<file path="config.mk">
export PLATFORM = sky130hd
export DESIGN_NAME = bitmap_block_allocator
export DESIGN_NICKNAME = d
export VERILOG_FILES = /design/src/design/bba_pkg.sv /design/src/design/bitmap_block_allocator.sv /design/src/design/bba_ram.sv /design/src/design/bba_ctrl.sv /design/src/design/bba_dp.sv
export SDC_FILE = /design/constraint.sdc
export NUM_CORES = 1
export LEC_CHECK = 0
export ABC_AREA = 1
export BUFFER_PORTS_ARGS = -buffer_cell sky130_fd_sc_hd__clkbuf_2
export CAP_MARGIN = 15
export CORE_UTILIZATION = 60
export CTS_BUF_LIST = sky130_fd_sc_hd__clkbuf_8
export DETAILED_ROUTE_END_ITERATION = 6
export GPL_ROUTABILITY_DRIVEN = 0
export HOLD_SLACK_MARGIN = 0.05
export MAX_ROUTING_LAYER = met4
export PLACE_DENSITY = 0.82
export SLEW_MARGIN = 25
export SYNTH_ARGS = -nofsm -noshare
export SYNTH_HDL_FRONTEND = slang
export SYNTH_SLANG_ARGS = --single-unit
</file>
<file path="constraint.sdc">
create_clock -name clk_i -period 11.15 [get_ports clk_i]
set_input_delay 1.115 -clock clk_i [delete_from_list [all_inputs] [get_ports clk_i]]
set_output_delay 1.115 -clock clk_i [all_outputs]
set_load 0.02 [all_outputs]
</file>
<file path="src/design/bba_pkg.sv">
// Package for the bitmap block allocator: field widths, constants, payload
// structs, controller states and the command and status bundles.
// No dependencies; every other design file but bba_ram imports it.
`timescale 1ns / 1ps
`default_nettype none

package bba_pkg;

  // Field widths of the transactions and of the block size register.
  localparam int unsigned SIZE_W    = 13;
  localparam int unsigned BYTES_W   = 19;
  localparam int unsigned OFF_W     = 18;

  // Block size after reset, and the largest byte offset a result can carry.
  localparam logic [SIZE_W-1:0] SIZE_RESET = 13'd64;
  localparam logic [OFF_W-1:0]  OFF_MAX    = 18'h3FFFF;

  // The divider retires one quotient bit per step over the widest dividend.
  localparam int unsigned DIV_STEPS = BYTES_W;
  localparam int unsigned DIV_CNT_W = 5;

  // Action codes of an input transaction.
  localparam logic ACT_ALLOC = 1'b0;
  localparam logic ACT_FREE  = 1'b1;

  typedef struct packed {
    logic               action;
    logic [BYTES_W-1:0] byte_count;
    logic [OFF_W-1:0]   byte_offset;
  } item_t;

  typedef struct packed {
    logic             ok;
    logic [OFF_W-1:0] alloc_offset;
  } result_t;

  typedef enum logic [3:0] {
    ST_CLEAR,
    ST_IDLE,
    ST_DIV_CNT,
    ST_NEED,
    ST_DIV_OFF,
    ST_FIRST,
    ST_FREE,
    ST_SCAN,
    ST_MUL,
    ST_CHECK,
    ST_MARK,
    ST_RESP
  } bba_state_e;

  // Commands from the controller to the datapath.
  typedef struct packed {
    logic accept;      // latch the item and load the divider with its byte count
    logic div_step;    // retire one quotient bit
    logic need_load;   // keep the block count and reload the divider with the offset
    logic scan_run;    // walk the use map looking for a free run
    logic mul;         // form the byte offset of the found run
    logic check;       // commit the result if the offset fits
    logic wr_load;     // load the write pointer and the remaining block count
    logic wr_from_quo; // take the write pointer from the quotient, not the scan
    logic wr_run;      // write one map bit and advance
    logic wr_val;      // value written to the map
  } ctl_t;

  // Status from the datapath to the controller.
  typedef struct packed {
    logic in_zero;   // zero block size or zero byte count on the offered item
    logic is_free;   // the latched item frees a run
    logic div_last;  // the divider is on its final step
    logic need_big;  // block count exceeds the pool
    logic off_out;   // first block to free lies past the pool
    logic scan_hit;  // a long enough free run has been found
    logic scan_end;  // last block checked without a hit
    logic fit;       // the run offset fits the result field
    logic wr_end;    // write pointer is on the last block
    logic rem_last;  // one block left to write
  } sts_t;

endpackage : bba_pkg

`default_nettype wire

</file>
<file path="src/design/bitmap_block_allocator.sv">
// Bitmap first-fit block allocator. A transaction with a zero block size or byte count goes
// straight to its result; an allocate runs a 19-step divider, reads one map bit per cycle
// and writes one bit per cycle; a free also divides its offset, then clears its blocks in turn.
// One transaction at a time; the result strobe lasts one cycle and cannot be stalled.
// After reset the use map is cleared with busy high; block size is 64.
// Depends on bba_pkg, bba_ctrl, bba_dp and bba_ram.
`timescale 1ns / 1ps
`default_nettype none

module bitmap_block_allocator #(
  parameter int unsigned BLOCK_TOTAL = 64
) (
  input  wire logic                       clk_i,
  input  wire logic                       rst_ni,
  input  wire logic                       start,
  output logic                            busy,
  input  wire bba_pkg::item_t             item_i,
  output logic                            done_o,
  output bba_pkg::result_t                result_o,
  input  wire logic                       cfg_we_i,
  input  wire logic [bba_pkg::SIZE_W-1:0] cfg_wdata_i
);

  import bba_pkg::*;

  ctl_t ctl;
  sts_t sts;

  // Controller.
  bba_ctrl u_ctrl (
    .clk_i  (clk_i),
    .rst_ni (rst_ni),
    .start_i(start),
    .sts_i  (sts),
    .ctl_o  (ctl),
    .busy_o (busy),
    .done_o (done_o)
  );

  // Datapath with the use map.
  bba_dp #(
    .BLOCK_TOTAL(BLOCK_TOTAL)
  ) u_dp (
    .clk_i      (clk_i),
    .rst_ni     (rst_ni),
    .cfg_we_i   (cfg_we_i),
    .cfg_wdata_i(cfg_wdata_i),
    .item_i     (item_i),
    .ctl_i      (ctl),
    .sts_o      (sts),
    .result_o   (result_o)
  );

`ifndef SYNTHESIS
  // An accepted transaction keeps the block busy in the next cycle.
  a_accept_busy: assert property (@(posedge clk_i) disable iff (!rst_ni)
    (start && !busy) |=> busy)
    else $error("block not busy after an accepted transaction");

  // A result is only shown while a transaction is in flight.
  a_done_busy: assert property (@(posedge clk_i) disable iff (!rst_ni)
    done_o |-> busy)
    else $error("result strobe while idle");

  // The block is ready again right after the result strobe.
  a_done_idle: assert property (@(posedge clk_i) disable iff (!rst_ni)
    done_o |=> (!busy && !done_o))
    else $error("block not idle after the result");

  // A failed allocation reports offset zero.
  a_fail_zero: assert property (@(posedge clk_i) disable iff (!rst_ni)
    (done_o && !result_o.ok) |-> (result_o.alloc_offset == '0))
    else $error("non-zero offset on a failed allocation");
`endif

endmodule : bitmap_block_allocator

`default_nettype wire

</file>
<file path="src/design/bba_ram.sv">
// Generic single-write, single-read RAM with a registered read port.
// No dependencies.
`timescale 1ns / 1ps
`default_nettype none

module bba_ram #(
  parameter int unsigned WIDTH = 1,
  parameter int unsigned DEPTH = 64,
  localparam int unsigned AddrW = (DEPTH > 1) ? $clog2(DEPTH) : 1
) (
  input  wire logic             clk_i,
  input  wire logic             we_i,
  input  wire logic [AddrW-1:0] waddr_i,
  input  wire logic [WIDTH-1:0] wdata_i,
  input  wire logic [AddrW-1:0] raddr_i,
  output logic      [WIDTH-1:0] rdata_o
);

  logic [WIDTH-1:0] mem_q [DEPTH];
  logic [WIDTH-1:0] rdata_q;

  // Write port and registered read port.
  always_ff @(posedge clk_i) begin
    if (we_i) begin
      mem_q[waddr_i] <= wdata_i;
    end
    rdata_q <= mem_q[raddr_i];
  end

  assign rdata_o = rdata_q;

endmodule : bba_ram

`default_nettype wire

</file>
<file path="src/design/bba_ctrl.sv">
// Controller of the bitmap block allocator: sequences the clearing pass,
// the division, the map scan and the map writes. Depends on bba_pkg.
`timescale 1ns / 1ps
`default_nettype none

module bba_ctrl (
  input  wire logic          clk_i,
  input  wire logic          rst_ni,
  input  wire logic          start_i,
  input  wire bba_pkg::sts_t sts_i,
  output bba_pkg::ctl_t      ctl_o,
  output logic               busy_o,
  output logic               done_o
);

  import bba_pkg::*;

  bba_state_e state_q, state_d;

  // State register; reset starts the clearing pass over the map.
  always_ff @(posedge clk_i or negedge rst_ni) begin
    if (!rst_ni) begin
      state_q <= ST_CLEAR;
    end else begin
      state_q <= state_d;
    end
  end

  // Next state.
  always_comb begin
    state_d = state_q;
    case (state_q)
      ST_CLEAR: begin
        if (sts_i.wr_end) state_d = ST_IDLE;
      end
      ST_IDLE: begin
        if (start_i) state_d = sts_i.in_zero ? ST_RESP : ST_DIV_CNT;
      end
      ST_DIV_CNT: begin
        if (sts_i.div_last) state_d = ST_NEED;
      end
      ST_NEED: begin
        if (sts_i.is_free) begin
          state_d = ST_DIV_OFF;
        end else if (sts_i.need_big) begin
          state_d = ST_RESP;
        end else begin
          state_d = ST_SCAN;
        end
      end
      ST_DIV_OFF: begin
        if (sts_i.div_last) state_d = ST_FIRST;
      end
      ST_FIRST: begin
        state_d = sts_i.off_out ? ST_RESP : ST_FREE;
      end
      ST_FREE: begin
        if (sts_i.rem_last || sts_i.wr_end) state_d = ST_RESP;
      end
      ST_SCAN: begin
        if (sts_i.scan_hit) begin
          state_d = ST_MUL;
        end else if (sts_i.scan_end) begin
          state_d = ST_RESP;
        end
      end
      ST_MUL: begin
        state_d = ST_CHECK;
      end
      ST_CHECK: begin
        state_d = sts_i.fit ? ST_MARK : ST_RESP;
      end
      ST_MARK: begin
        if (sts_i.rem_last) state_d = ST_RESP;
      end
      ST_RESP: begin
        state_d = ST_IDLE;
      end
      default: begin
        state_d = ST_IDLE;
      end
    endcase
  end

  // Commands to the datapath.
  always_comb begin
    ctl_o  = '0;
    busy_o = 1'b1;
    done_o = 1'b0;
    case (state_q)
      ST_CLEAR: begin
        ctl_o.wr_run = 1'b1;
        ctl_o.wr_val = 1'b0;
      end
      ST_IDLE: begin
        busy_o       = 1'b0;
        ctl_o.accept = start_i;
      end
      ST_DIV_CNT, ST_DIV_OFF: begin
        ctl_o.div_step = 1'b1;
      end
      ST_NEED: begin
        ctl_o.need_load = 1'b1;
      end
      ST_FIRST: begin
        ctl_o.wr_load     = 1'b1;
        ctl_o.wr_from_quo = 1'b1;
      end
      ST_FREE: begin
        ctl_o.wr_run = 1'b1;
        ctl_o.wr_val = 1'b0;
      end
      ST_SCAN: begin
        ctl_o.scan_run = 1'b1;
      end
      ST_MUL: begin
        ctl_o.mul = 1'b1;
      end
      ST_CHECK: begin
        ctl_o.check   = 1'b1;
        ctl_o.wr_load = 1'b1;
      end
      ST_MARK: begin
        ctl_o.wr_run = 1'b1;
        ctl_o.wr_val = 1'b1;
      end
      ST_RESP: begin
        done_o = 1'b1;
      end
      default: begin
        ctl_o = '0;
      end
    endcase
  end

endmodule : bba_ctrl

`default_nettype wire

</file>
<file path="src/design/bba_dp.sv">
// Datapath of the bitmap block allocator: block size register, iterative
// divider, map scan, offset multiplier and map writer around the use map RAM.
// Depends on bba_pkg and bba_ram.
`timescale 1ns / 1ps
`default_nettype none

module bba_dp #(
  parameter int unsigned BLOCK_TOTAL = 64
) (
  input  wire logic                        clk_i,
  input  wire logic                        rst_ni,
  input  wire logic                        cfg_we_i,
  input  wire logic [bba_pkg::SIZE_W-1:0]  cfg_wdata_i,
  input  wire bba_pkg::item_t              item_i,
  input  wire bba_pkg::ctl_t               ctl_i,
  output bba_pkg::sts_t                    sts_o,
  output bba_pkg::result_t                 result_o
);

  import bba_pkg::*;

  localparam int unsigned IdxW  = (BLOCK_TOTAL > 1) ? $clog2(BLOCK_TOTAL) : 1;
  localparam int unsigned CntW  = $clog2(BLOCK_TOTAL + 1);
  localparam int unsigned ProdW = IdxW + SIZE_W;
  localparam int unsigned CmpW  = (ProdW > OFF_W) ? ProdW : OFF_W;
  localparam logic [IdxW-1:0]    LastIdx  = IdxW'(BLOCK_TOTAL - 1);
  localparam logic [CntW-1:0]    TotalCnt = CntW'(BLOCK_TOTAL);
  localparam logic [BYTES_W:0]   TotalExt = (BYTES_W + 1)'(BLOCK_TOTAL);

  // Configuration and latched item.
  logic [SIZE_W-1:0]    size_q;
  logic                 act_q;
  logic [OFF_W-1:0]     offset_q;

  // Divider.
  logic [BYTES_W-1:0]   dvd_q;
  logic [SIZE_W-1:0]    rem_q;
  logic [DIV_CNT_W-1:0] div_cnt_q;
  logic [SIZE_W:0]      part;
  logic [SIZE_W:0]      diff;
  logic                 ge;
  logic [BYTES_W-1:0]   need_d;
  logic [BYTES_W-1:0]   need_q;

  // Scan.
  logic [CntW-1:0]      rd_q;
  logic [CntW-1:0]      run_q;
  logic [CntW:0]        run_inc;
  logic                 chk_vld_q;
  logic [IdxW-1:0]      chk_idx_q;
  logic                 issue;
  logic                 hit;
  logic [IdxW-1:0]      first_q;

  // Offset multiplier.
  logic [ProdW-1:0]     prod_q;
  logic [CmpW-1:0]      prod_ext;
  logic                 fit;

  // Map writer.
  logic [IdxW-1:0]      wr_q;
  logic [BYTES_W-1:0]   wr_rem_q;

  // Result.
  logic                 ok_q;
  logic [OFF_W-1:0]     off_q;

  logic                 map_rdata;

  // Block size register.
  always_ff @(posedge clk_i or negedge rst_ni) begin
    if (!rst_ni) begin
      size_q <= SIZE_RESET;
    end else if (cfg_we_i) begin
      size_q <= cfg_wdata_i;
    end
  end

  // One restoring division step: shift in the next dividend bit and subtract
  // the block size where it goes.
  assign part   = {rem_q, dvd_q[BYTES_W-1]};
  assign diff   = part - {1'b0, size_q};
  assign ge     = (part >= {1'b0, size_q});
  // Ceiling of the byte count over the block size; it cannot wrap.
  assign need_d = dvd_q + BYTES_W'(rem_q != '0);

  always_ff @(posedge clk_i or negedge rst_ni) begin
    if (!rst_ni) begin
      div_cnt_q <= '0;
    end else if (ctl_i.accept || ctl_i.need_load) begin
      div_cnt_q <= '0;
    end else if (ctl_i.div_step) begin
      div_cnt_q <= div_cnt_q + DIV_CNT_W'(1);
    end
  end

  always_ff @(posedge clk_i) begin
    if (ctl_i.accept) begin
      act_q    <= item_i.action;
      offset_q <= item_i.byte_offset;
      dvd_q    <= item_i.byte_count;
      rem_q    <= '0;
    end else if (ctl_i.need_load) begin
      need_q   <= need_d;
      dvd_q    <= BYTES_W'(offset_q);
      rem_q    <= '0;
    end else if (ctl_i.div_step) begin
      dvd_q    <= {dvd_q[BYTES_W-2:0], ge};
      rem_q    <= ge ? diff[SIZE_W-1:0] : part[SIZE_W-1:0];
    end
  end

  // Map scan: reads are issued one block ahead of the check, so the run
  // counter sees the data in the cycle after its address.
  assign issue   = ctl_i.scan_run && (rd_q < TotalCnt);
  assign run_inc = {1'b0, run_q} + (CntW + 1)'(1);
  assign hit     = chk_vld_q && !map_rdata &&
                   ((BYTES_W + 1)'(run_inc) == {1'b0, need_q});

  always_ff @(posedge clk_i or negedge rst_ni) begin
    if (!rst_ni) begin
      rd_q      <= '0;
      run_q     <= '0;
      chk_vld_q <= 1'b0;
    end else if (!ctl_i.scan_run) begin
      rd_q      <= '0;
      run_q     <= '0;
      chk_vld_q <= 1'b0;
    end else begin
      chk_vld_q <= issue;
      if (issue) rd_q <= rd_q + CntW'(1);
      if (chk_vld_q) run_q <= map_rdata ? '0 : run_inc[CntW-1:0];
    end
  end

  always_ff @(posedge clk_i) begin
    chk_idx_q <= rd_q[IdxW-1:0];
    if (hit) begin
      first_q <= chk_idx_q - IdxW'(run_q);
    end
  end

  // Byte offset of the found run.
  always_ff @(posedge clk_i) begin
    if (ctl_i.mul) begin
      prod_q <= ProdW'(first_q) * ProdW'(size_q);
    end
  end

  assign prod_ext = CmpW'(prod_q);
  assign fit      = (prod_ext <= CmpW'(OFF_MAX));

  // Map writer, also used by the clearing pass after reset.
  always_ff @(posedge clk_i or negedge rst_ni) begin
    if (!rst_ni) begin
      wr_q <= '0;
    end else if (ctl_i.wr_load) begin
      wr_q <= ctl_i.wr_from_quo ? dvd_q[IdxW-1:0] : first_q;
    end else if (ctl_i.wr_run) begin
      wr_q <= (wr_q == LastIdx) ? '0 : wr_q + IdxW'(1);
    end
  end

  always_ff @(posedge clk_i) begin
    if (ctl_i.wr_load) begin
      wr_rem_q <= need_q;
    end else if (ctl_i.wr_run) begin
      wr_rem_q <= wr_rem_q - BYTES_W'(1);
    end
  end

  // Result registers; a free reports success from the start.
  always_ff @(posedge clk_i) begin
    if (ctl_i.accept) begin
      ok_q  <= (item_i.action == ACT_FREE);
      off_q <= '0;
    end else if (ctl_i.check && fit) begin
      ok_q  <= 1'b1;
      off_q <= prod_ext[OFF_W-1:0];
    end
  end

  bba_ram #(
    .WIDTH(1),
    .DEPTH(BLOCK_TOTAL)
  ) u_map (
    .clk_i  (clk_i),
    .we_i   (ctl_i.wr_run),
    .waddr_i(wr_q),
    .wdata_i(ctl_i.wr_val),
    .raddr_i(rd_q[IdxW-1:0]),
    .rdata_o(map_rdata)
  );

  // Status to the controller.
  always_comb begin
    sts_o          = '0;
    sts_o.in_zero  = (size_q == '0) || (item_i.byte_count == '0);
    sts_o.is_free  = (act_q == ACT_FREE);
    sts_o.div_last = (div_cnt_q == DIV_CNT_W'(DIV_STEPS - 1));
    sts_o.need_big = ({1'b0, need_d} > TotalExt);
    sts_o.off_out  = ({1'b0, dvd_q} >= TotalExt);
    sts_o.scan_hit = hit;
    sts_o.scan_end = chk_vld_q && (chk_idx_q == LastIdx) && !hit;
    sts_o.fit      = fit;
    sts_o.wr_end   = (wr_q == LastIdx);
    sts_o.rem_last = (wr_rem_q == BYTES_W'(1));
  end

  assign result_o.ok           = ok_q;
  assign result_o.alloc_offset = off_q;

endmodule : bba_dp

`default_nettype wire

</file>
=== Yosys cells after proc, flatten, opt, wreduce, memory -nomap -nowiden ===
Memory sizes are Yosys's and may differ from the RTL's. A register that Yosys moved wholly into a read port is not among the register bits.
Cells that the tools add are included.

* RAM bits: 64
* Logic and storage cells: 131
* Memories: 1
* Register bits after elaboration: 182

* Order comparisons: 5
* Equal/unequal tests: 25
* Bitwise logic cells: 1
* Add/sub/neg operators: 8
* Multipliers: 1
* Reduce and logical (&&, ||, !) cells: 25
* Multiplexer cells: 47

{| class="wikitable"
|+ Memories
! memory !! depth !! width !! rd ports !! clocked after memory_dff !! wr ports !! RTL line !! source
|-
| u_dp.u_map.mem_q || 64 || 1 || 1 || 1 || 1 || bba_ram.sv:19 || <nowiki>logic [WIDTH-1:0] mem_q [DEPTH];</nowiki>
|}

{| class="wikitable"
|+ Operators with widths
! cell !! count
|-
| 19-bit two-way mux || 5
|-
| 4-bit two-way mux || 12
|-
| 4-bit case mux with 11 select lines || 1
|-
| 7-bit two-way mux || 5
|-
| 6-bit two-way mux || 4
|-
| 19-bit by 1-bit adder with 19-bit output || 1
|-
| 19-bit by 1-bit equality test with 1-bit output (second input constant) || 1
|-
| 8-bit by 19-bit equality test with 1-bit output || 1
|-
| 19-bit by 7-bit >= comparator with 1-bit output (second input constant) || 1
|-
| 19-bit by 7-bit > comparator with 1-bit output (second input constant) || 1
|-
| 19-bit by 18-bit less-or-equal comparator with 1-bit output (second input constant) || 1
|-
| 19-bit zero test || 1
|-
| 6-bit by 13-bit multiplier with 19-bit output || 1
|-
| 19-bit by 1-bit subtractor with 19-bit output (second input constant) || 1
|-
| 4-bit by 3-bit equality test with 1-bit output (second input constant) || 4
|-
| 4-bit equality test (second input constant) || 4
|-
| 1-bit two-way mux || 16
|-
| 14-bit by 13-bit >= comparator with 1-bit output || 1
|-
| 13-bit zero test || 1
|-
| 13-bit two-way mux || 1
|-
| 13-bit nonzero test || 1
|-
| 13-bit subtractor || 1
|-
| 6-bit equality test (second input constant) || 2
|-
| 5-bit two-way mux || 2
|-
| 23 further kinds || 43
|}

=== Longest topological paths before layout ===
Gate-level depths: netlist of the first run.

* Depth after elaboration: 8
* Mapped depth: 22
* Mapped depth without buffers: 21

=== Hierarchy ===
From an unflattened synthesis of the first run, not the netlist that was laid out.

* Cells, all modules: 1871
* Area, all modules: 15273.4 sq um

{| class="wikitable"
|+ Modules (own cells, without submodules)
! module !! times used !! seq. area each (sq um) !! area each (sq um) !! cells each
|-
| bba_dp || 1 || 4780.8 || 11690.0 || 1452
|-
| bba_ram || 1 || 1941.9 || 3045.4 || 314
|-
| bba_ctrl || 1 || 100.1 || 538.0 || 105
|}

=== Worst setup path before layout of the first run ===
OpenSTA, ideal clock, no wires.

* Path type: register to register
* From: register u_dp.size_q[6]
* To: register u_dp.prod_q[17] (netlist: u_dp.prod_ext[17]) (data pin)
* Arrival: 3793 ps
* Data required time: 10892 ps
* Slack: 7099 ps
* Cell stages (with the launch flop): 21
* Cells stage by stage: dfstp_2 -> clkbuf_1 -> nand2_1 -> fa_1 -> inv_1 -> fa_1 -> inv_1 -> fa_1 -> inv_1 -> ha_1 -> a21oi_1 -> o21ai_0 -> a21oi_1 -> o21ai_0 -> nand2_1 -> nand2_1 -> nand2_1 -> nand2_1 -> nand2_1 -> nand2_1 -> xor2_1

* Cells in the longest elaborated chain, start to end: 1

{| class="wikitable"
|+ RTL lines
! item !! RTL line !! source
|-
| from (decl) || bba_dp.sv:31 || <nowiki>logic [SIZE_W-1:0] size_q;</nowiki>
|-
| from (signal assigned) || bba_dp.sv:75 || <nowiki>size_q <= cfg_wdata_i;</nowiki>
|-
| 6-bit by 13-bit multiplier with 19-bit output || bba_dp.sv:146 || <nowiki>prod_q <= ProdW'(first_q) * ProdW'(size_q);</nowiki>
|-
| to (signal assigned) || bba_dp.sv:146 ||
|-
| to (decl) || bba_dp.sv:56 || <nowiki>logic [ProdW-1:0] prod_q;</nowiki>
|}

Every way passes these cells.
A chain may end at the register's enable or synchronous reset.

=== Worst setup path after layout of the first run ===
* From: register u_dp.first_q[5]
* To: register u_dp.prod_q[17] (netlist: u_dp.prod_ext[17]) (data pin)

* Cells in the longest elaborated chain, start to end: 1

{| class="wikitable"
|+ RTL lines
! item !! RTL line !! source
|-
| from (decl) || bba_dp.sv:53 || <nowiki>logic [IdxW-1:0] first_q;</nowiki>
|-
| from (signal assigned) || bba_dp.sv:139 || <nowiki>first_q <= chk_idx_q - IdxW'(run_q);</nowiki>
|-
| 6-bit by 13-bit multiplier with 19-bit output || bba_dp.sv:146 ||
|}

Every way passes these cells.

==> results.json, run 1 <==
{
  "placement_rows": 56,
  "max_cap_violations": 0,
  "detailedRoute.firstIterationViolations": 1116,
  "root_buffer": "sky130_fd_sc_hd__clkbuf_8",
  "cts-root-to-sink-buffers": 3,
  "wl_per_cell_um": 16.4,
  "async_set_reset_flop_share_out_of_synthesis_pct": 17.4,
  "dieArea_mm2": 0.0251,
  "endpoint_kind": "flip-flop",
  "route.final.wire_length_mm": 35.1,
  "fill_cell_instance_count_of_the_final_layout": 1833,
  "fraction_of_final_layout_cells_sized_beyond_drive_strength_1_pct": 9.72,
  "clock_tree_from_tritoncts": "built",
  "ys_ff_latch": 247,
  "totalNegativeSetupSlack_ps": 0,
  "synth_top_area_share_pct": 34.0,
  "grtUsageTotal_pct": 29.8,
  "netlist-cell-type-count": 46,
  "timing_worst_slew_pin_value_ps": 961,
  "switching_share_pct": 31.6,
  "holdBufCountCts": 0,
  "hold_viol_final": 0,
  "synth_edf_count": 166,
  "sequential_power_share_pct": 40.1,
  "grt_setup_unrepaired": "no",
  "starting_density_pct": 61.8,
  "max_freq_mhz": 232,
  "placeableCoreArea_mm2": 0.0238,
  "outcome": "complete, no violations",
  "cts_resized": 0,
  "synth_warnings": 0,
  "timing.final.setup_violations": 0,
  "arrival_ps": 4610,
  "synthesis.nets": 1872,
  "tritoncts_num_sinks": 247,
  "drc_errors": 0,
  "power_switching_uw": 817,
  "final_core_util_pct": 68.1,
  "worstPathMaxFanout": 14,
  "grt.met3_usage_pct": 4.57,
  "timing_max_transition_violations_final": 0,
  "grt_pass1_wl_mm": 56.5,
  "setup.worst_path.start_class": "flip-flop",
  "fin_skew_ps": 32.5,
  "drt_pre_antenna_iters": 5,
  "grt_busiest_layer": "met2",
  "floorplan.io_pins": 76,
  "synth-main-ff-cell": "sky130_fd_sc_hd__edfxtp_1",
  "yosys-top-cells-area": "sky130_fd_sc_hd__edfxtp_1, sky130_fd_sc_hd__nand2_1, sky130_fd_sc_hd__dfrtp_1",
  "hpwlAfterDp_mm": 25.4,
  "floorplan.die.width_um": 158,
  "drt-vias-per-instance": 5.62,
  "synthTopCellsByCount": "sky130_fd_sc_hd__nand2_1, sky130_fd_sc_hd__inv_1, sky130_fd_sc_hd__nor2_1",
  "grt_use_met1_pct": 37.4,
  "ctsHtreeMaxLevel": 2,
  "syn-cell-area_mm2": 0.0147,
  "largest_area_contributor_in_the_netlist": "sky130_fd_sc_hd__edfxtp_1",
  "globalRouteMet2Util_pct": 49.2,
  "tritoncts.num_buffers": 43,
  "die-height_um": 158,
  "crit_required_ps": 11440,
  "first_global_vias": 11600,
  "number_of_antenna_violations_at_the_first_check_in_global_routing": 1,
  "final_net_count": 1943,
  "cts_setup_buffers": 0,
  "worst_setup_hold_path_clk_slew_ps": 60,
  "syn_to_final_growth_pct": 10.2,
  "synth_sequential_area_ratio_pct": 46.5,
  "intPower_uw": 1770,
  "pin_count_of_the_biggest_net_entering_global_routing": 65,
  "final_worst_path_period_need_ps": 4320,
  "buffer_ports.inserted": 75,
  "relSlewSlack_pct": 35.6,
  "synth.avg_cell_area_um2": 8.55,
  "power.clock.fraction_pct": 32.6,
  "part_of_the_cycle_the_worst_path_needs_pct": 38.7,
  "route.antenna.remaining_nets": 0,
  "power.static_leakage_uw": 0.00727,
  "clkLatencyLatePin_ps": 560,
  "synthCells": 1716,
  "vias": 12037,
  "gr-total-overflow": 0,
  "power.ir.vdd_worst_mv": 0.274,
  "worst_hold_path_type": "reg -> reg",
  "yosys.cell_count.top_type": "sky130_fd_sc_hd__nand2_1",
  "worstSetupPathType": "reg -> reg",
  "p_comb_share_pct": 27.2,
  "power_per_cell_area_mw_per_mm2": 160
}
-- cell usage in the layout (no fill, tap or decap), types with 3 or more instances in the layout --
cell type,count
sky130_fd_sc_hd__a21o_1,5
sky130_fd_sc_hd__a21oi_1,66
sky130_fd_sc_hd__a31oi_1,7
sky130_fd_sc_hd__buf_4,5
sky130_fd_sc_hd__clkbuf_2,74
sky130_fd_sc_hd__clkbuf_8,52
sky130_fd_sc_hd__clkinv_1,5
sky130_fd_sc_hd__dfrtp_1,42
sky130_fd_sc_hd__dfxtp_1,38
sky130_fd_sc_hd__edfxtp_1,166
sky130_fd_sc_hd__fa_1,47
sky130_fd_sc_hd__ha_1,54
sky130_fd_sc_hd__inv_1,275
sky130_fd_sc_hd__inv_2,9
sky130_fd_sc_hd__nand2_1,393
sky130_fd_sc_hd__nand2_2,7
sky130_fd_sc_hd__nand3_1,62
sky130_fd_sc_hd__nand3_2,3
sky130_fd_sc_hd__nand4_1,20
sky130_fd_sc_hd__nor2_1,185
sky130_fd_sc_hd__nor2_2,4
sky130_fd_sc_hd__nor2_4,6
sky130_fd_sc_hd__nor3_1,30
sky130_fd_sc_hd__nor4_1,16
sky130_fd_sc_hd__o211ai_1,9
sky130_fd_sc_hd__o21ai_0,109
sky130_fd_sc_hd__o21ai_1,11
sky130_fd_sc_hd__o221ai_1,14
sky130_fd_sc_hd__o22ai_1,28
sky130_fd_sc_hd__o31ai_1,3
sky130_fd_sc_hd__xnor2_1,7
sky130_fd_sc_hd__xor2_1,45
-- metrics by stage --
stage	std cells	hold WS (ps)	total power (µW)	setup slack, ps	area [µm²]
3_5_place_dp	2061	428	1750	6880	15300
2_1_floorplan	1716	373	1570	7100	14700
4_1_cts	2140	431	2590	6860	16200
3_3_place_gp	2061	422	1720	6980	15300
5_1_grt	2141	455	2740	6500	16200
6_report	2141	432	2590	6830	16200
-- kinds of logic after synthesis --
kind of cell,after synthesis,synth area share (%)
fa+ha+maj,101,11.0
compound gates,259,9.93
buf+inv,324,8.44
simple gates,732,20.9
xor+xnor,52,3.10
mux,1,0.0767
flops,247,46.5
-- worst paths after layout --
| path | slack [ps] | depth (start not counted) | to | from |
|---|---|---|---|---|
| worst min-delay path | 430 | 0 | u_dp.chk_idx_q[5] | u_dp.rd_q[5] |
| max in group asynchronous | 10100 | 1 | u_dp.size_q[0] | rst_ni |
| worst min register to register | 430 | 0 | u_dp.chk_idx_q[5] | u_dp.rd_q[5] |
| min in group asynchronous | 600 | 1 | u_dp.rd_q[3] | rst_ni |
| worst max-delay path | 6830 | 19 | u_dp.prod_ext[17] | u_dp.first_q[5] |
| worst max register to register | 6830 | 19 | u_dp.prod_ext[17] | u_dp.first_q[5] |
-- state kept, by name (all words and copies together) (netlist names), 13 cells and up --
| name | flops |
|---|---|
| u_dp.offset_q | 18 |
| u_dp.size_q | 13 |
| u_dp.dvd_q | 19 |
| u_dp.off_q | 18 |
| u_dp.prod_ext | 19 |
| u_dp.need_q | 19 |
| u_dp.wr_rem_q | 19 |
| u_dp.rem_q | 13 |
| u_dp.u_map.mem_q | 64 |
-- critical path, cell delays in order (launching register included) --
cell and delay, ps:
sky130_fd_sc_hd__edfxtp_1 620, sky130_fd_sc_hd__nand2_1 150, sky130_fd_sc_hd__fa_1 550, sky130_fd_sc_hd__inv_1 50
sky130_fd_sc_hd__fa_1 540, sky130_fd_sc_hd__inv_1 60, sky130_fd_sc_hd__fa_1 530, sky130_fd_sc_hd__inv_1 40
sky130_fd_sc_hd__ha_1 360, sky130_fd_sc_hd__a21oi_1 150, sky130_fd_sc_hd__o21ai_0 110, sky130_fd_sc_hd__a21oi_1 230
sky130_fd_sc_hd__o21ai_0 170, sky130_fd_sc_hd__nand2_1 90, sky130_fd_sc_hd__nand2_1 70, sky130_fd_sc_hd__nand2_1 60
sky130_fd_sc_hd__nand2_1 50, sky130_fd_sc_hd__nand2_1 50, sky130_fd_sc_hd__nand2_1 60, sky130_fd_sc_hd__xor2_1 130
-- area by class of cell --
cell class	count	area [µm²]	area share [%]
timing repair buffer	80	415	2.57
clock inverter	27	169	1.04
antenna	1	2.50	0.0155
multi-input combinational	1145	6620	41.0
sequential	247	6820	42.2
tap	319	399	2.47
clock buffer	52	716	4.43
inverter	270	1020	6.29
-- routing by layer --
| metal | wire length (µm) | vias to the layer above | share of wire (%) |
|---|---|---|---|
| li1 | - | 5771 | - |
| met1 | 14200 | 5713 | 41 |
| met2 | 17400 | 474 | 49 |
| met3 | 2460 | 79 | 7.0 |
| met4 | 1030 | 0 | 2.9 |
| met5 | 0 | - | 0 |
-- power groups by stage --
stage	sequential, µW	clock, µW	combinational (µW)
2_1_floorplan	1050	0	522
3_3_place_gp	1060	0	666
3_5_place_dp	1060	0	691
4_1_cts	1040	852	706
5_1_grt	1040	894	807
6_report	1040	844	704
Power figures use the tool's default switching activity.
==> inputs of run 2 (changes only) <==
ABC_AREA = 0   (was 1)
CORE_UTILIZATION = 58   (was 60)
PLACE_DENSITY = 0.83   (was 0.82)
clock period = 3.6 ns   (was 11.15 ns; I/O delays follow)
==> run 2 against run 1 <==
The flow now finishes with violations (setup timing); combinational power increased to 5.8 times the previous value; core utilization up 2.0 points; count of clock-buffer cells in the layout shrank 7; sequential power increased to 3.1 times the previous value; sequential share of layout area decreased by 2.4 points; power grew to 3.8 times the previous value; clock power grew to 3.1 times the previous value; critical path type unchanged; highest routed layer unchanged.
==> results.json, run 2 <==
{
  "outcome": "finished, violations left",
  "violations": "setup timing",
  "drc_errors": 0,
  "largest_register_by_flop_count": "u_dp.u_map.mem_q",
  "synth-main-ff-cell": "sky130_fd_sc_hd__edfxtp_1",
  "placeableCoreArea_mm2": 0.0245,
  "sequential_power_share_pct": 32.2,
  "power_switching_uw": 3250,
  "worstSetupPathType": "reg -> reg",
  "yosys.cell_count.top_type": "sky130_fd_sc_hd__nand2_1",
  "max_freq_mhz": 229,
  "placement.cell_area_mm2": 0.0155,
  "synth_sequential_area_ratio_pct": 47.0,
  "hold_viol_final": 0,
  "timing.final.setup_violations": 10,
  "synth.avg_cell_area_um2": 10.1,
  "slowest_stage": "sky130_fd_sc_hd__fa_1",
  "grt_pass1_wl_mm": 59.8,
  "clkLatencyLatePin_ps": 570,
  "power.static_leakage_uw": 0.00639,
  "synth_top_area_share_pct": 34.3,
  "pre_cts_setup_slack_ps": -692,
  "cp_cell_sequence": "and2_4, fa_1, inv_2, fa_1, fa_1, inv_2, ha_4, a211oi_4, o21bai_2, or3_4, a31oi_4, a211o_1, o2111ai_2, a21oi_2, xnor2_1",
  "synth_warnings": 0,
  "part_of_the_cycle_the_worst_path_needs_pct": 121,
  "async_set_reset_flop_share_out_of_synthesis_pct": 17.4,
  "worst_hold_path_type": "in -> reg",
  "buffer_ports.inserted": 75,
  "power.ir.vdd_worst_mv": 1.09,
  "route.final.wire_length_mm": 39.0,
  "setup.worst_path.start_class": "flip-flop",
  "floorplan.io_pins": 76,
  "dieArea_mm2": 0.0257,
  "timing_worst_slew_pin_value_ps": 985,
  "power.clock.fraction_pct": 26.5,
  "floorplan.die.width_um": 160,
  "netlist-cell-type-count": 80,
  "pin_count_of_the_biggest_net_entering_global_routing": 65,
  "layout_common_cells": "sky130_fd_sc_hd__nand2_1, sky130_fd_sc_hd__edfxtp_1, sky130_fd_sc_hd__nor2_1",
  "placement_rows": 57,
  "relSlewSlack_pct": 34.1,
  "worstHoldPathCells": 2,
  "totalNegativeSetupSlack_ps": -4230,
  "synthesis.nets": 1592,
  "tritoncts.num_buffers": 42,
  "finish.instance_area_mm2": 0.0171,
  "worst_setup_hold_path_clk_slew_ps": 70,
  "cts-root-to-sink-buffers": 3,
  "final_worst_path_period_need_ps": 4370,
  "crit_path_frequent_cell": "sky130_fd_sc_hd__fa_1",
  "wl_per_cell_um": 20.0,
  "starting_density_pct": 59.4,
  "layout_commonest_cell": "sky130_fd_sc_hd__nand2_1",
  "yosys-top-cells-area": "sky130_fd_sc_hd__edfxtp_1, sky130_fd_sc_hd__dfrtp_1, sky130_fd_sc_hd__fa_1",
  "root_buffer": "sky130_fd_sc_hd__clkbuf_8",
  "hpwlAfterDp_mm": 23.9,
  "largest_area_contributor_in_the_netlist": "sky130_fd_sc_hd__edfxtp_1",
  "worstPathMaxFanout": 4,
  "numPlacedInstances": 1820,
  "number_of_antenna_violations_at_the_first_check_in_global_routing": 2,
  "detailedRoute.firstIterationViolations": 1254,
  "power_per_cell_area_mw_per_mm2": 576,
  "crit_required_ps": 3920,
  "post_layout_nonfiller_instances": 1945,
  "first_global_vias": 11869,
  "intPower_uw": 6620,
  "ys_ff_latch": 247,
  "timing_max_transition_violations_final": 0,
  "die-height_um": 160,
  "synthCells": 1436,
  "final_core_util_pct": 70.1,
  "switching_share_pct": 32.9,
  "arrival_ps": 4680,
  "largest_register_ffs": 64,
  "reg2regPathDepth": 15,
  "grt_setup_unrepaired": "yes",
  "grtUsageTotal_pct": 30.4,
  "tritoncts_num_sinks": 247,
  "syn-cell-area_mm2": 0.0145,
  "syn_to_final_growth_pct": 18.0,
  "fraction_of_final_layout_cells_sized_beyond_drive_strength_1_pct": 19.6,
  "route.antenna.remaining_nets": 0,
  "final_net_count": 1745,
  "fin_skew_ps": 40.8,
  "clock_tree_from_tritoncts": "built",
  "endpoint_kind": "flip-flop",
  "postLayoutSetupSlackWorst_ps": -768,
  "drt-vias-per-instance": 6.17,
  "synthTopCellsByCount": "sky130_fd_sc_hd__nand2_1, sky130_fd_sc_hd__edfxtp_1, sky130_fd_sc_hd__nor2_1",
  "p_comb_share_pct": 41.3,
  "timing.critical_path.slowest_cell_delay_ps": 570,
  "vias": 12001,
  "gr-total-overflow": 0,
  "synth_edf_count": 166,
  "max_cap_violations": 0,
  "drt_pre_antenna_iters": 7,
  "ctsHtreeMaxLevel": 2
}
run 2: cell types whose count changed after synthesis, sizes merged, moves of 10 or more:
cell and delta:
nor2 -51, mux2i +31, xnor2 +56, nand2b +11, o22ai -18, clkbuf +24
xor2 -25, o21ai -55, inv -180, nand3 -19, nand2 -202, a22oi +18
and2 +32, or3 +10
run 2: worst max-delay path, delay by kind of cell, from the launching register on:
| kind | cells | cell delay [ps] |
|---|---|---|
| compound gates | 6 | 1120 |
| flops | 1 | 500 |
| fa+ha+maj | 4 | 1730 |
| simple gates | 2 | 580 |
| buf+inv | 2 | 100 |
| xor+xnor | 1 | 80 |
run 2: path summary, 6_finish.rpt:
path	start	endpoint	slack, ps
setup / recovery	u_dp.first_q[2]	u_dp.prod_ext[18]	-770
setup reg to reg	u_dp.first_q[2]	u_dp.prod_ext[18]	-770
min in group asynchronous	rst_ni	u_dp.size_q[5]	350
hold / removal	cfg_wdata_i[0]	u_dp.size_q[0]	90
hold reg to reg	u_dp.off_q[17]	u_dp.off_q[17]	460
max in group asynchronous	rst_ni	u_dp.run_q[6]	2480
run 2: logic make-up after synthesis:
| family | synth area share (%) |
|---|---|
| flip-flops | 47.0 |
| multiplexers | 4.00 |
| XOR/XNOR | 5.00 |
| AND/OR/NAND/NOR | 18.1 |
| adder cells (fa/ha/maj) | 11.1 |
| AO/OA/AOI/OAI | 10.2 |
| buffers and inverters | 4.63 |
run 2: cell type report:
| cell class | instances | area [µm²] |
|---|---|---|
| fillers | 1564 | 7320 |
| well taps | 324 | 405 |
| inverters | 88 | 330 |
| clock buffers | 45 | 619 |
| multi-input cells | 1020 | 7360 |
| diodes | 2 | 5.00 |
| flip-flops and latches | 247 | 6820 |
| repair buffers | 190 | 1370 |
| clock inverters | 29 | 231 |
run 2: timing repair:
item	4_1_cts	5_1_grt
gates resized for setup	30	43
hold endpoints to repair	49	0
hold buffers	30	0
pin swaps	30	39
setup endpoints to repair	10	12
setup buffers	18	8
run 2: power groups by stage:
stage	sequential (µW)	combinational [µW]	clock, µW
finish	3180	4080	2610
global route	3180	4330	2740
CTS	3180	3210	2610
detailed placement	3240	2790	0
global placement	3240	2660	0
floorplan	3240	1930	0
run 2: layer usage:
| metal | vias to the layer above | global-route usage [%] | wire length, µm |
|---|---|---|---|
| met5 | - | - | 0 |
| met4 | 0 | 14.8 | 2140 |
| met3 | 199 | 6.36 | 3330 |
| met2 | 744 | 50.5 | 19500 |
| met1 | 5705 | 35.1 | 14000 |
| li1 | 5353 | - | - |
run 2: per-stage QoR:
stage | hold slack (ps) | total power (µW)
2_1_floorplan | 64.4 | 5170
3_3_place_gp | 380 | 5890
3_5_place_dp | 397 | 6030
4_1_cts | 53.9 | 8990
5_1_grt | 75.6 | 10300
6_report | 88.7 | 9870
==> inputs of run 3 (changes only) <==
ABC_AREA = 1   (was 0)
==> run 3 against run 2 <==
The flow still finishes with violations (setup timing); core utilization is essentially flat; power shrank 2.3%; worst hold slack lost 20 ps; via count grew 8.4%; setup slack gained 370 ps; clock skew shrank 18 ps; combinational power shrank 4%; count of clock-buffer cells in the layout is the same; first-iteration DRC count grew 13%; cell count grew 15%; largest cell class unchanged; largest power group unchanged; highest routed layer unchanged.
==> results.json, run 3 (synthesis results as in run 1) <==
{
  "timing.final.setup_violations": 11,
  "fin_skew_ps": 23.3,
  "pin_count_of_the_biggest_net_entering_global_routing": 65,
  "largest_register_by_flop_count": "u_dp.u_map.mem_q",
  "buffer_ports.inserted": 75,
  "violations": "setup timing",
  "detailedRoute.firstIterationViolations": 1416,
  "postLayoutSetupSlackWorst_ps": -398,
  "wl_per_cell_um": 17.9,
  "outcome": "finished, violations left",
  "worst_hold_path_type": "in -> reg",
  "number_of_antenna_violations_at_the_first_check_in_global_routing": 0,
  "largest_register_ffs": 64,
  "report.power.total_uw": 9640,
  "dieArea_mm2": 0.0259,
  "setup.worst_path.start_class": "flip-flop",
  "tritoncts.num_buffers": 41,
  "endpoint_kind": "flip-flop",
  "layout_common_cells": "sky130_fd_sc_hd__nand2_1, sky130_fd_sc_hd__inv_1, sky130_fd_sc_hd__nor2_1",
  "arrival_ps": 4390,
  "diodes_inserted": 0,
  "final_net_count": 2035,
  "root_buffer": "sky130_fd_sc_hd__clkbuf_8",
  "crit_required_ps": 3990,
  "tritoncts_num_sinks": 247,
  "max_cap_violations": 0,
  "relSlewSlack_pct": 32.7,
  "layout_commonest_cell": "sky130_fd_sc_hd__nand2_1",
  "timing_max_transition_violations_final": 0,
  "totalNegativeSetupSlack_ps": -2540,
  "worstSetupPathType": "reg -> reg",
  "cts-root-to-sink-buffers": 3,
  "placeableCoreArea_mm2": 0.0245,
  "gr-total-overflow": 0,
  "timing_worst_slew_pin_value_ps": 1000,
  "drc_errors": 0,
  "route.final.wire_length_mm": 40.0,
  "grt_setup_unrepaired": "yes",
  "worstPathMaxFanout": 7,
  "starting_density_pct": 59.8,
  "die-height_um": 161,
  "floorplan.io_pins": 76,
  "power.static_leakage_uw": 0.00772,
  "worst_setup_hold_path_clk_slew_ps": 60,
  "grtUsageTotal_pct": 31.7,
  "placement_rows": 57,
  "floorplan.die.width_um": 161,
  "drt_pre_antenna_iters": 6,
  "numPlacedInstances": 2123,
  "clkLatencyLatePin_ps": 570,
  "post_layout_nonfiller_instances": 2236,
  "syn_to_final_growth_pct": 17.2,
  "vias": 13008,
  "hold_viol_final": 0,
  "ctsHtreeMaxLevel": 2,
  "max_freq_mhz": 250,
  "drt-vias-per-instance": 5.82,
  "grt_pass1_wl_mm": 63.3,
  "first_global_vias": 12877,
  "route.antenna.remaining_nets": 0,
  "power.ir.vdd_worst_mv": 1.02,
  "final_worst_path_period_need_ps": 4000,
  "clock_tree_from_tritoncts": "built",
  "fraction_of_final_layout_cells_sized_beyond_drive_strength_1_pct": 15.5,
  "fill_cell_instance_count_of_the_final_layout": 1726,
  "power_per_cell_area_mw_per_mm2": 561,
  "hpwlAfterDp_mm": 26.7,
  "part_of_the_cycle_the_worst_path_needs_pct": 111
}
-- run 3: cell types whose count changed in the layout (fill, tap and decap cells not counted), sizes merged, moves of 18 or more --
| cell | before | now |
|---|---|---|
| a22oi | 19 | 1 |
| nand2 | 199 | 401 |
| xor2 | 20 | 45 |
| nor2 | 145 | 196 |
| inv | 99 | 292 |
| and2 | 32 | 0 |
| xnor2 | 63 | 7 |
| mux2i | 31 | 0 |
| o21ai | 65 | 120 |
| o22ai | 10 | 28 |
| nand3 | 46 | 65 |
-- run 3: worst paths after layout --
| kind | end | cells after the start | start | slack [ps] |
|---|---|---|---|---|
| min reg2reg | u_dp.off_q[10] | 2 | u_dp.off_q[10] | 460 |
| min | u_dp.size_q[6] | 3 | cfg_wdata_i[6] | 70 |
| min in group asynchronous | u_dp.wr_q[2] | 2 | rst_ni | 370 |
| max | u_dp.prod_ext[18] | 17 | u_dp.first_q[2] | -400 |
| max in group asynchronous | u_dp.size_q[7] | 2 | rst_ni | 2730 |
| max reg2reg | u_dp.prod_ext[18] | 17 | u_dp.first_q[2] | -400 |
-- run 3: report_power, final --
group	internal (µW)	leakage [µW]	switching, µW	total (µW)
sequential	3180	0.00222	35.8	3210
combinational	1880	0.00501	2030	3920
clock	1320	0.000496	1200	2520
-- run 3: metrics by stage --
step           setup WS, ps  cell area, µm²  hold slack, ps  util (%)
6_report               -398           17200            68.3      70.1
5_1_grt                -493           17200            81.5      70.1
4_1_cts                -203           17100            63.1      69.5
3_5_place_dp           -299           15800             438      64.4
3_3_place_gp           -126           15800             431      64.4
2_1_floorplan          -115           14800            64.4         -
-- run 3: layer usage --
metal / vias to the layer above / global-route usage [%] / wire length, µm
met5: - / - / 0
met1: 6113 / 37.0 / 14300
met4: 0 / 15.5 / 2080
met2: 750 / 53.6 / 20300
li1: 5951 / - / -
met3: 194 / 5.03 / 3320
-- run 3: what timing repair did --
action / 4_1_cts / 5_1_grt
setup endpoints to repair: 9 / 11
hold endpoints to repair: 67 / 0
gates resized for setup: 35 / 24
hold buffers: 26 / 0
pin swaps: 19 / 25
setup buffers: 17 / 7
-- run 3: final cells by class --
| type | instances | area (µm²) | share of cell area [%] |
|---|---|---|---|
| well taps | 324 | 405 | 2.36 |
| multi-input cells | 1145 | 6900 | 40.1 |
| clock inverters | 31 | 201 | 1.17 |
| repair buffers | 174 | 1220 | 7.12 |
| inverters | 270 | 1020 | 5.91 |
| clock buffers | 45 | 619 | 3.60 |
| flip-flops and latches | 247 | 6830 | 39.7 |
-- run 3: critical path, stage by stage, from the launching register on --
cell and delay [ps]:
sky130_fd_sc_hd__edfxtp_1 520, sky130_fd_sc_hd__buf_4 180, sky130_fd_sc_hd__nand2_1 70, sky130_fd_sc_hd__fa_1 570, sky130_fd_sc_hd__inv_1 70, sky130_fd_sc_hd__fa_1 490
sky130_fd_sc_hd__inv_1 50, sky130_fd_sc_hd__fa_1 510, sky130_fd_sc_hd__inv_2 50, sky130_fd_sc_hd__ha_4 290, sky130_fd_sc_hd__buf_6 120, sky130_fd_sc_hd__nand2_4 60
sky130_fd_sc_hd__o21ai_2 180, sky130_fd_sc_hd__nand4_1 170, sky130_fd_sc_hd__o2111ai_2 130, sky130_fd_sc_hd__nand3_1 110, sky130_fd_sc_hd__nand2_1 90, sky130_fd_sc_hd__xor2_1 180
